===== src/hw/rtl/ac2k_pkg.sv =====
`timescale 1ns / 1ps

package ac2k_pkg;

    // Width of one signed feature.
    localparam int FEATURE_WIDTH = 16;
    // Width of the signed accumulator and of the kernel value.
    localparam int ACC_WIDTH = 40;

    // One feature pair request.
    typedef struct packed {
        logic signed [FEATURE_WIDTH-1:0] x_feature;
        logic signed [FEATURE_WIDTH-1:0] y_feature;
        logic                            last;
    } in_t;

    // One kernel result.
    typedef struct packed {
        logic signed [ACC_WIDTH-1:0] kernel_value;
        logic                        saturated;
    } out_t;

endpackage


===== src/hw/rtl/additive_chi2_kernel_pair_core.sv =====
// A last pair passes through the square, divide and accumulate steps before its result is registered.
// A new pair is taken only once the previous one is through; a zero pair sum skips square and divide.
// The restoring divider retires one quotient bit per cycle.
// A last pair waits in its accumulate step while an earlier result is still held.
// Reset is synchronous and active low; it clears the accumulator, the clip flag and the result valid flag.
`timescale 1ns / 1ps

module additive_chi2_kernel_pair_core (
    input  logic           aclk,
    input  logic           aresetn,
    input  logic           s_valid,
    output logic           s_ready,
    input  ac2k_pkg::in_t  s_data,
    output logic           m_valid,
    input  logic           m_ready,
    output ac2k_pkg::out_t m_data
);

    localparam int FW = ac2k_pkg::FEATURE_WIDTH;
    localparam int AW = ac2k_pkg::ACC_WIDTH;
    localparam int QW = 2 * FW;
    localparam int RW = FW + 2;
    localparam int EW = ((QW > AW) ? QW : AW) + 1;
    localparam int CW = $clog2(QW);
    localparam logic [AW-1:0] ACC_BIAS = {1'b1, {(AW-1){1'b0}}};
    localparam logic [AW-1:0] ACC_MAX  = {AW{1'b1}};

    typedef enum logic [1:0] {
        ST_IDLE,
        ST_SQUARE,
        ST_DIVIDE,
        ST_ACCUM
    } state_t;

    state_t          state_reg, state_next;
    logic [AW-1:0]   acc_reg, acc_next;
    logic            clip_reg, clip_next;
    logic            m_valid_reg, m_valid_next;
    ac2k_pkg::out_t  m_data_reg, m_data_next;
    logic [FW:0]     abs_s_reg, abs_s_next;
    logic [FW-1:0]   abs_d_reg, abs_d_next;
    logic            s_neg_reg, s_neg_next;
    logic            last_reg, last_next;
    logic [QW-1:0]   qn_reg, qn_next;
    logic [RW-1:0]   rem_reg, rem_next;
    logic [CW-1:0]   cnt_reg, cnt_next;

    logic signed [FW:0] sum_in, dif_in;
    logic [FW:0]        sum_mag, dif_mag;
    logic [QW-1:0]      square;
    logic [RW-1:0]      shifted;
    logic [RW:0]        trial;
    logic [EW-1:0]      acc_ext, q_ext, acc_plus, acc_minus;
    logic [AW-1:0]      acc_new;
    logic               clip_now;
    logic               out_blocked;

    assign s_ready = (state_reg == ST_IDLE);
    assign m_valid = m_valid_reg;
    assign m_data  = m_data_reg;

    // Sum and difference of the incoming pair, and their magnitudes.
    always_comb begin
        sum_in  = {s_data.x_feature[FW-1], s_data.x_feature}
                + {s_data.y_feature[FW-1], s_data.y_feature};
        dif_in  = {s_data.x_feature[FW-1], s_data.x_feature}
                - {s_data.y_feature[FW-1], s_data.y_feature};
        sum_mag = sum_in[FW] ? (~sum_in + 1'b1) : sum_in;
        dif_mag = dif_in[FW] ? (~dif_in + 1'b1) : dif_in;
    end

    // Squared difference, formed once per pair.
    assign square = abs_d_reg * abs_d_reg;

    // One restoring division step: shift in a numerator bit and try the subtract.
    assign shifted = {rem_reg[RW-2:0], qn_reg[QW-1]};
    assign trial   = {1'b0, shifted} - {1'b0, 1'b0, abs_s_reg};

    // Saturating update of the biased accumulator by the quotient.
    always_comb begin
        acc_ext   = EW'(acc_reg);
        q_ext     = EW'(qn_reg);
        acc_plus  = acc_ext + q_ext;
        acc_minus = acc_ext - q_ext;
        if (s_neg_reg) begin
            clip_now = (acc_plus[EW-1:AW] != '0);
            acc_new  = clip_now ? ACC_MAX : acc_plus[AW-1:0];
        end else begin
            clip_now = acc_minus[EW-1];
            acc_new  = clip_now ? '0 : acc_minus[AW-1:0];
        end
    end

    assign out_blocked = m_valid_reg && !m_ready;

    // Sequencer: accept, square, divide, accumulate.
    always_comb begin
        state_next   = state_reg;
        acc_next     = acc_reg;
        clip_next    = clip_reg;
        m_valid_next = m_valid_reg && !m_ready;
        m_data_next  = m_data_reg;
        abs_s_next   = abs_s_reg;
        abs_d_next   = abs_d_reg;
        s_neg_next   = s_neg_reg;
        last_next    = last_reg;
        qn_next      = qn_reg;
        rem_next     = rem_reg;
        cnt_next     = cnt_reg;
        unique case (state_reg)
            ST_IDLE: begin
                if (s_valid) begin
                    abs_s_next = sum_mag;
                    abs_d_next = dif_mag[FW-1:0];
                    s_neg_next = sum_in[FW];
                    last_next  = s_data.last;
                    // A zero sum contributes nothing, so the divider is skipped.
                    if (sum_in == '0) begin
                        qn_next    = '0;
                        state_next = ST_ACCUM;
                    end else begin
                        state_next = ST_SQUARE;
                    end
                end
            end
            ST_SQUARE: begin
                qn_next    = square;
                rem_next   = '0;
                cnt_next   = '0;
                state_next = ST_DIVIDE;
            end
            ST_DIVIDE: begin
                if (!trial[RW]) begin
                    rem_next = trial[RW-1:0];
                    qn_next  = {qn_reg[QW-2:0], 1'b1};
                end else begin
                    rem_next = shifted;
                    qn_next  = {qn_reg[QW-2:0], 1'b0};
                end
                cnt_next = cnt_reg + 1'b1;
                if (cnt_reg == CW'(QW - 1)) begin
                    state_next = ST_ACCUM;
                end
            end
            ST_ACCUM: begin
                if (!last_reg) begin
                    acc_next   = acc_new;
                    clip_next  = clip_reg | clip_now;
                    state_next = ST_IDLE;
                end else if (!out_blocked) begin
                    m_data_next.kernel_value = signed'(acc_new ^ ACC_BIAS);
                    m_data_next.saturated    = clip_reg | clip_now;
                    m_valid_next = 1'b1;
                    acc_next     = ACC_BIAS;
                    clip_next    = 1'b0;
                    state_next   = ST_IDLE;
                end
            end
            default: begin
                state_next = ST_IDLE;
            end
        endcase
    end

    // State, accumulator and result register.
    always_ff @(posedge aclk) begin
        if (!aresetn) begin
            state_reg   <= ST_IDLE;
            acc_reg     <= ACC_BIAS;
            clip_reg    <= 1'b0;
            m_valid_reg <= 1'b0;
        end else begin
            state_reg   <= state_next;
            acc_reg     <= acc_next;
            clip_reg    <= clip_next;
            m_valid_reg <= m_valid_next;
        end
        m_data_reg <= m_data_next;
        abs_s_reg  <= abs_s_next;
        abs_d_reg  <= abs_d_next;
        s_neg_reg  <= s_neg_next;
        last_reg   <= last_next;
        qn_reg     <= qn_next;
        rem_reg    <= rem_next;
        cnt_reg    <= cnt_next;
    end

`ifndef SYNTHESIS
    // A request moves the sequencer out of idle at once.
    a_busy_after_accept: assert property (@(posedge aclk) disable iff (!aresetn)
        (s_valid && s_ready) |=> !s_ready)
        else $error("block still ready after accepting a request");

    // The partial remainder stays below the divisor.
    a_rem_below_divisor: assert property (@(posedge aclk) disable iff (!aresetn)
        (state_reg == ST_DIVIDE) |-> (rem_reg < {1'b0, abs_s_reg}))
        else $error("divider remainder reached the divisor");

    // The step counter advances by one per division step.
    a_cnt_step: assert property (@(posedge aclk) disable iff (!aresetn)
        (state_reg == ST_DIVIDE && cnt_reg != CW'(QW - 1))
        |=> (state_reg == ST_DIVIDE && cnt_reg == $past(cnt_reg) + 1'b1))
        else $error("divider step counter skipped");

    // A new result leaves the accumulator and clip flag cleared.
    a_clear_on_result: assert property (@(posedge aclk) disable iff (!aresetn)
        $rose(m_valid_reg) |-> (acc_reg == ACC_BIAS && !clip_reg))
        else $error("accumulator not cleared after a result");

    // A result appears only from the accumulate step of a last pair.
    a_result_source: assert property (@(posedge aclk) disable iff (!aresetn)
        $rose(m_valid_reg) |-> $past(state_reg == ST_ACCUM && last_reg))
        else $error("result produced outside a last pair");
`endif

endmodule


===== config.mk =====
export PLATFORM = sky130hd
export DESIGN_NAME = additive_chi2_kernel_pair_core
export DESIGN_NICKNAME = d
export VERILOG_FILES = /design/src/hw/rtl/ac2k_pkg.sv /design/src/hw/rtl/additive_chi2_kernel_pair_core.sv
export SDC_FILE = /design/constraint.sdc
export NUM_CORES = 1
export LEC_CHECK = 0
export ABC_AREA = 1
export BUFFER_PORTS_ARGS = -buffer_cell sky130_fd_sc_hd__buf_4
export CAP_MARGIN = 20
export CORE_MARGIN = 5
export CORE_UTILIZATION = 34
export CTS_CLUSTER_DIAMETER = 40
export DETAILED_ROUTE_END_ITERATION = 16
export PLACE_DENSITY_LB_ADDON = 0.15
export SLEW_MARGIN = 20
export SYNTH_ARGS = -nofsm -noshare
export SYNTH_HDL_FRONTEND = slang
export SYNTH_SLANG_ARGS = --single-unit

===== constraint.sdc =====
create_clock -name aclk -period 6.42 [get_ports aclk]
set_clock_uncertainty 0.1 [all_clocks]
set_input_delay 0.642 -clock aclk [delete_from_list [all_inputs] [get_ports aclk]]
set_output_delay 0.642 -clock aclk [all_outputs]
set_load 0.01 [all_outputs]

==> metrics.txt, run 1 <==
beginning of the critical path abs_d_reg[12]; sort of element at the end of the critical path flip-flop; core region area 70,270 sq um; status completed; wire length of the first global-routing pass 120.0 mm; number of buffers added by the clock tree synthesis step 17; routability congestion estimate from global placement 0.9655; # IOs 80; synthesized net count 3,966; count of pins over their slew limit 0; Ys Warns 0; buffer cell driving the clock tree root sky130_fd_sc_hd__clkbuf_16; number of routed nets with antenna violations 0; hold path start s_data[0]; hold buffer count at CTS 0; Placement Rows 97; Hold WC Path Type in2reg; final wirelength 75.51 mm; DR iter-0 viols 1,301; share of synthesized area occupied by flip-flops and latches 19.69%; Critical Path RT 6550 ps; average cell area after synthesis 6.822 sq um; final critical-path share of the clock period 93.67%; filler-free cell count of the finished design 4,527; Slew headroom 33.77%; pin count of the biggest net entering global routing 54; number of detailed-route iterations in the first pass 5; cell area after synthesis 24,140 sq um; fraction of synthesis flops using an asynchronous set or reset pin 0%; most frequent cells in the layout 1,001 x sky130_fd_sc_hd__nand2_1, 736 x sky130_fd_sc_hd__inv_1, 232 x sky130_fd_sc_hd__nor2_1, 231 x sky130_fd_sc_hd__nand3_1, 222 x sky130_fd_sc_hd__ha_1; clock tree from TritonCTS done; RSZ-0062 raised after global routing true; aggregate global routing overflow 0; met1 demand-to-capacity share in global routing 25.09%; post-synthesis sequential element count 173; # port buffers 79; area delta synth->final 8.925%; cell count after synthesis 3,539; DIE WIDTH 276.5 um; drt wl/cell 16.68 um; number of antenna violations at the first check in global routing 1; maximum count of clock buffers along a single path 2; Nets 4,001; vias in the first global route 21.92k; arrival time reported for the critical path endpoint 6150 ps; initial core utilization 34.36%; reg-to-reg critical path startpoint abs_d_reg[12]; count of maximum capacitance violations 0; Remaining DRCs 0; global-route usage over all layers 19.67%; Clock H-tree levels 4; overall die height 276.5 um; number of unique standard cell types used by synthesis 59; crit path max fanout 10; final number of setup-violating endpoints 0; met2 global-route usage 33.97%; latest clock arrival within the worst-skew pair 500 ps; CTS Sinks 173; DR vias 21.61k; ratio of cells with drive above 1 in the final layout 7.109%; flip-flop count of the largest register after layout 41; placed cells 4,484; worst slew pin tran 991.0 ps; fraction of met3 tracks used by global routing 2.725%; Die Area 76,440 sq um; register-to-register path setup slack 410 ps; Primary FF master, synth sky130_fd_sc_hd__edfxtp_1; startpoint class of the critical path flip-flop; final core utilization 37.42%; number of synthesized flops with an enable pin 129; routed via count divided by cell count 4.774; highest achievable clock rate 0.1663 GHz; critical path class reg2reg; final critical path time including I/O delays and setup 6014 ps; clock slew at reported path FFs 70 ps; antenna cells 0; busiest grt layer met2; final count of hold timing violations 0; leading cell type in the layout, fill and taps excluded sky130_fd_sc_hd__nand2_1; hpwl dp 62.90 mm
critical path: stages, from the launching register on:
cell	delay, ps
sky130_fd_sc_hd__edfxtp_1	660
sky130_fd_sc_hd__nand2_1	220
sky130_fd_sc_hd__fa_1	570
sky130_fd_sc_hd__inv_1	50
sky130_fd_sc_hd__fa_1	530
sky130_fd_sc_hd__fa_1	450
sky130_fd_sc_hd__fa_1	510
sky130_fd_sc_hd__fa_1	500
sky130_fd_sc_hd__inv_1	50
sky130_fd_sc_hd__fa_1	470
sky130_fd_sc_hd__inv_1	50
sky130_fd_sc_hd__ha_1	360
sky130_fd_sc_hd__nand2_1	190
sky130_fd_sc_hd__inv_1	70
sky130_fd_sc_hd__a21boi_0	240
sky130_fd_sc_hd__a21boi_0	210
sky130_fd_sc_hd__nand2_1	160
sky130_fd_sc_hd__nand2_1	110
sky130_fd_sc_hd__nand3b_1	80
sky130_fd_sc_hd__nand3_1	110
sky130_fd_sc_hd__a21oi_1	70
synth_stat cells, drive strengths merged (9+ instances only):
cell,number,area share [%]
a21o,12,0.37
or2,9,0.23
nor3,36,0.77
xor2,68,2.5
edfxtp,129,16
nor2,244,3.9
dfxtp,44,3.6
and2,16,0.42
nand2,1024,16
ha,223,12
xnor2,24,0.87
fa,167,14
clkbuf,57,0.89
buf,52,1.4
nand4,33,0.86
nand3b,12,0.37
o21ai,107,2.5
o21bai,19,0.59
nor4,11,0.35
inv,754,12
nand3,238,5.1
a21oi,229,4.9
metrics by stage:
step	hold WS [ps]	worst slack [ps]	area [sq um]	TNS (ps)
2_1_floorplan	340.1	743.3	24140	0
3_3_place_gp	364.6	179.9	25650	0
3_5_place_dp	372.6	149.2	25650	0
4_1_cts	187.5	138.4	26190	0
5_1_grt	201.4	-13.00	26300	-13.00
6_report	230.7	406.1	26300	0
repair_timing:
action                                  CTS  global route
resized for setup                         0             3
endpoints found under the setup margin    0             3
setup buffers                             0            10
metal layers:
layer | share of wire [%] | vias up
li1 | - | 11000
met1 | 45 | 10030
met2 | 48 | 436
met3 | 3.6 | 152
met4 | 3.8 | 2
met5 | 0.021 | -
cell families after synthesis:
kind of cell,synth area share [%]
xor gates and xnor gates,3.369
AOI/OAI and AO/OA,9.091
adders and majority gates,25.41
and+or+nand+nor,28.33
buffers and inverters,14.11
DFF,19.69
cell type report:
cell class,count,area (sq um)
repair buffers,125,958.4
well taps,940,1176
flip-flops and latches,173,4755
clock buffers,17,425.4
fillers,7761,43970
inverters,756,2850
multi-input cells,2501,16020
clock inverters,15,110.1
final timing paths:
kind,end,cells past startpoint
min,last_reg,1
max,qn_reg[23],20
max reg2reg,qn_reg[23],20
min reg2reg,clip_reg,2
Power of run 1 is not shown: default switching activity piles up to over one toggle a cycle in this logic, so the estimate is an artifact.
==> run 2: changes to the inputs <==
CORE_MARGIN = 2   (was 5)
clock period = 6.4 ns   (was 6.42 ns; I/O delays follow)
==> metrics.txt, run 2 (same netlist as run 1, synthesis figures left out) <==
global-route usage over all layers 20.60% (was 19.67%); RSZ-0062 raised after global routing false (was true); DR vias 21.51k (was 21.61k); wire length of the first global-routing pass 117.8 mm (was 120.0 mm); fill cell count 7,813 (was 7,761); critical path buffer and inverter count 4 (unchanged); register-to-register path setup slack 330 ps (was 410 ps); crit path max fanout 16 (was 10); cell with the largest stage delay on the worst path sky130_fd_sc_hd__edfxtp_1 (unchanged); aggregate global routing overflow 0 (unchanged); clock tree from TritonCTS done (unchanged); leading cell type in the layout, fill and taps excluded sky130_fd_sc_hd__nand2_1 (unchanged); multi-input combinational cell area 16,020 sq um (about the same); core region area 70,150 sq um (was 70,270 sq um); flip-flop count of the largest register after layout 41 (unchanged); latest clock arrival within the worst-skew pair 500 ps (about the same); Slew headroom 35.09% (was 33.77%); Hold Crit Depth 1 (unchanged); capture instance of the worst register-to-register path qn_reg[22] (was qn_reg[23]); startpoint class of the critical path flip-flop (unchanged); pin count of the biggest net entering global routing 53 (was 54); number of routed nets with antenna violations 0 (unchanged); count of pins over their slew limit 0 (unchanged); final number of setup-violating endpoints 0 (unchanged); critical path class reg2reg (unchanged); hold path start s_data[0] (unchanged); cell repeated most along the worst path sky130_fd_sc_hd__fa_1 (unchanged); number of detailed-route iterations in the first pass 5 (unchanged); Top Family by Delay on Critical Path adder cells (unchanged); Nets 3,987 (was 4,001); highest achievable clock rate 0.1649 GHz (was 0.1663 GHz); count of maximum capacitance violations 0 (unchanged); area delta synth->final 8.728% (was 8.925%); worst slew pin tran 971.2 ps (was 991.0 ps); number of buffers added by the clock tree synthesis step 17 (unchanged); antenna cells 0 (unchanged); final wirelength 74.37 mm (was 75.51 mm); # port buffers 79 (unchanged); DR iter-0 viols 1,477 (was 1,301); ratio of cells with drive above 1 in the final layout 6.773% (was 7.109%); Critical Path RT 6540 ps (was 6550 ps); reg-to-reg critical path startpoint abs_d_reg[12] (unchanged); register area 4755 sq um (unchanged); clock slew at reported path FFs 80 ps (was 70 ps); hpwl dp 62.50 mm (was 62.90 mm); status completed (unchanged); vias in the first global route 20.94k (was 21.92k); CTS Sinks 173 (unchanged); routability congestion estimate from global placement 1.038 (was 0.9655); initial core utilization 34.41% (was 34.36%); most frequent cells in the layout 1,002 x sky130_fd_sc_hd__nand2_1, 736 x sky130_fd_sc_hd__inv_1, 232 x sky130_fd_sc_hd__nor2_1, 231 x sky130_fd_sc_hd__nand3_1, 221 x sky130_fd_sc_hd__ha_1 (was 1,001 x sky130_fd_sc_hd__nand2_1, 736 x sky130_fd_sc_hd__inv_1, 232 x sky130_fd_sc_hd__nor2_1, 231 x sky130_fd_sc_hd__nand3_1, 222 x sky130_fd_sc_hd__ha_1); final critical path time including I/O delays and setup 6066 ps (was 6014 ps); cell chain of the critical path nand2_1, fa_1, fa_1, inv_1, fa_1, fa_1, fa_1, inv_1, fa_1, inv_1, ha_1, nand2_1, inv_1, nand2_1, nor2_1, nand4_1, nand3_1, a21oi_1, o21ai_0, a21oi_1 (was nand2_1, fa_1, inv_1, fa_1, fa_1, fa_1, fa_1, inv_1, fa_1, inv_1, ha_1, nand2_1, inv_1, a21boi_0, a21boi_0, nand2_1, nand2_1, nand3b_1, nand3_1, a21oi_1); Clock H-tree levels 4 (unchanged); # IOs 80 (unchanged); Placement Rows 97 (unchanged); overall die height 270.5 um (was 276.5 um); DIE WIDTH 270.5 um (was 276.5 um); Fin Setup TNS 0 ps (unchanged); routed via count divided by cell count 4.765 (was 4.774); buffer cell driving the clock tree root sky130_fd_sc_hd__clkbuf_16 (unchanged); Worst Reg-to-Reg Cells 20 (unchanged); maximum count of clock buffers along a single path 2 (unchanged); final count of hold timing violations 0 (unchanged); arrival time reported for the critical path endpoint 6200 ps (was 6150 ps); hold buffer count at CTS 0 (unchanged); Remaining DRCs 0 (unchanged); delay of the slowest critical-path stage 750 ps (was 660 ps); number of antenna violations at the first check in global routing 0 (was 1); Hold WC Path Type in2reg (unchanged); sort of element at the end of the critical path flip-flop (unchanged); end of the worst hold path last_reg (unchanged); drt wl/cell 16.48 um (was 16.68 um); final critical-path share of the clock period 94.78% (was 93.67%); Die Area 73,150 sq um (was 76,440 sq um)
==> run 2: changes by cell type in the layout (fill, tap and decap cells not counted), sizes merged <==
cell	before	now
buf	125	111
clkinv	8	5
bufinv	0	2
clkinvlp	2	3
==> run 2: repair_timing <==
item | CTS | global route
buffers inserted | 0 | 6
gates resized for setup | 0 | 0
setup endpoints to repair | 0 | 2
==> run 2: routing by layer <==
metal	track usage (%)	part of all wire, %	wire (um)
met2	35.96	49	36220
met4	5.728	2.3	1695
met5	0	0	0
met3	1.988	3.2	2411
met1	27.02	46	34040
==> run 2: final cells by class <==
class | instances | area share (%)
multi-input cells | 2501 | 61.02
flip-flops and latches | 173 | 18.11
inverters | 756 | 10.86
well taps | 940 | 4.481
repair buffers | 111 | 3.222
clock buffers | 17 | 1.621
clock inverters | 15 | 0.6816
==> run 2: worst max path at each step <==
stage / startpoint / depth (start not counted) / slack [ps] / to
6_report: abs_d_reg[12] / 20 / 330 / qn_reg[22]
3_5_place_dp: abs_d_reg[11] / 17 / 320 / qn_reg[22]
3_3_place_gp: abs_d_reg[11] / 20 / 290 / qn_reg[22]
4_1_cts: abs_d_reg[11] / 17 / 320 / qn_reg[22]
2_1_floorplan: abs_d_reg[1] / 26 / 720 / qn_reg[21]
5_1_grt: abs_d_reg[12] / 19 / 20 / qn_reg[22]
==> run 2: metrics by stage <==
| step | area, sq um | instances | util (%) | hold slack [ps] | worst slack [ps] |
|---|---|---|---|---|---|
| floorplan | 24140 | 3539 | - | 340.1 | 723.3 |
| global placement | 25580 | 4475 | 36.47 | 358.6 | 290.7 |
| detailed placement | 25580 | 4475 | 36.47 | 355.1 | 317.0 |
| CTS | 26190 | 4507 | 37.33 | 185.3 | 319.3 |
| global route | 26250 | 4513 | 37.42 | 196.8 | 22.52 |
| finish | 26250 | 4513 | 37.42 | 222.1 | 334.4 |
==> run 2: worst reg2reg max path, cell delays in order (launching register included) <==
cell	delay (ps)
sky130_fd_sc_hd__edfxtp_1	750
sky130_fd_sc_hd__nand2_1	220
sky130_fd_sc_hd__fa_1	530
sky130_fd_sc_hd__fa_1	540
sky130_fd_sc_hd__inv_1	50
sky130_fd_sc_hd__fa_1	480
sky130_fd_sc_hd__fa_1	500
sky130_fd_sc_hd__fa_1	490
sky130_fd_sc_hd__inv_1	50
sky130_fd_sc_hd__fa_1	470
sky130_fd_sc_hd__inv_1	40
sky130_fd_sc_hd__ha_1	370
sky130_fd_sc_hd__nand2_1	120
sky130_fd_sc_hd__inv_1	90
sky130_fd_sc_hd__nand2_1	110
sky130_fd_sc_hd__nor2_1	220
sky130_fd_sc_hd__nand4_1	180
sky130_fd_sc_hd__nand3_1	160
sky130_fd_sc_hd__a21oi_1	70
sky130_fd_sc_hd__o21ai_0	160
sky130_fd_sc_hd__a21oi_1	110
Power of run 2 is left out for the same reason.
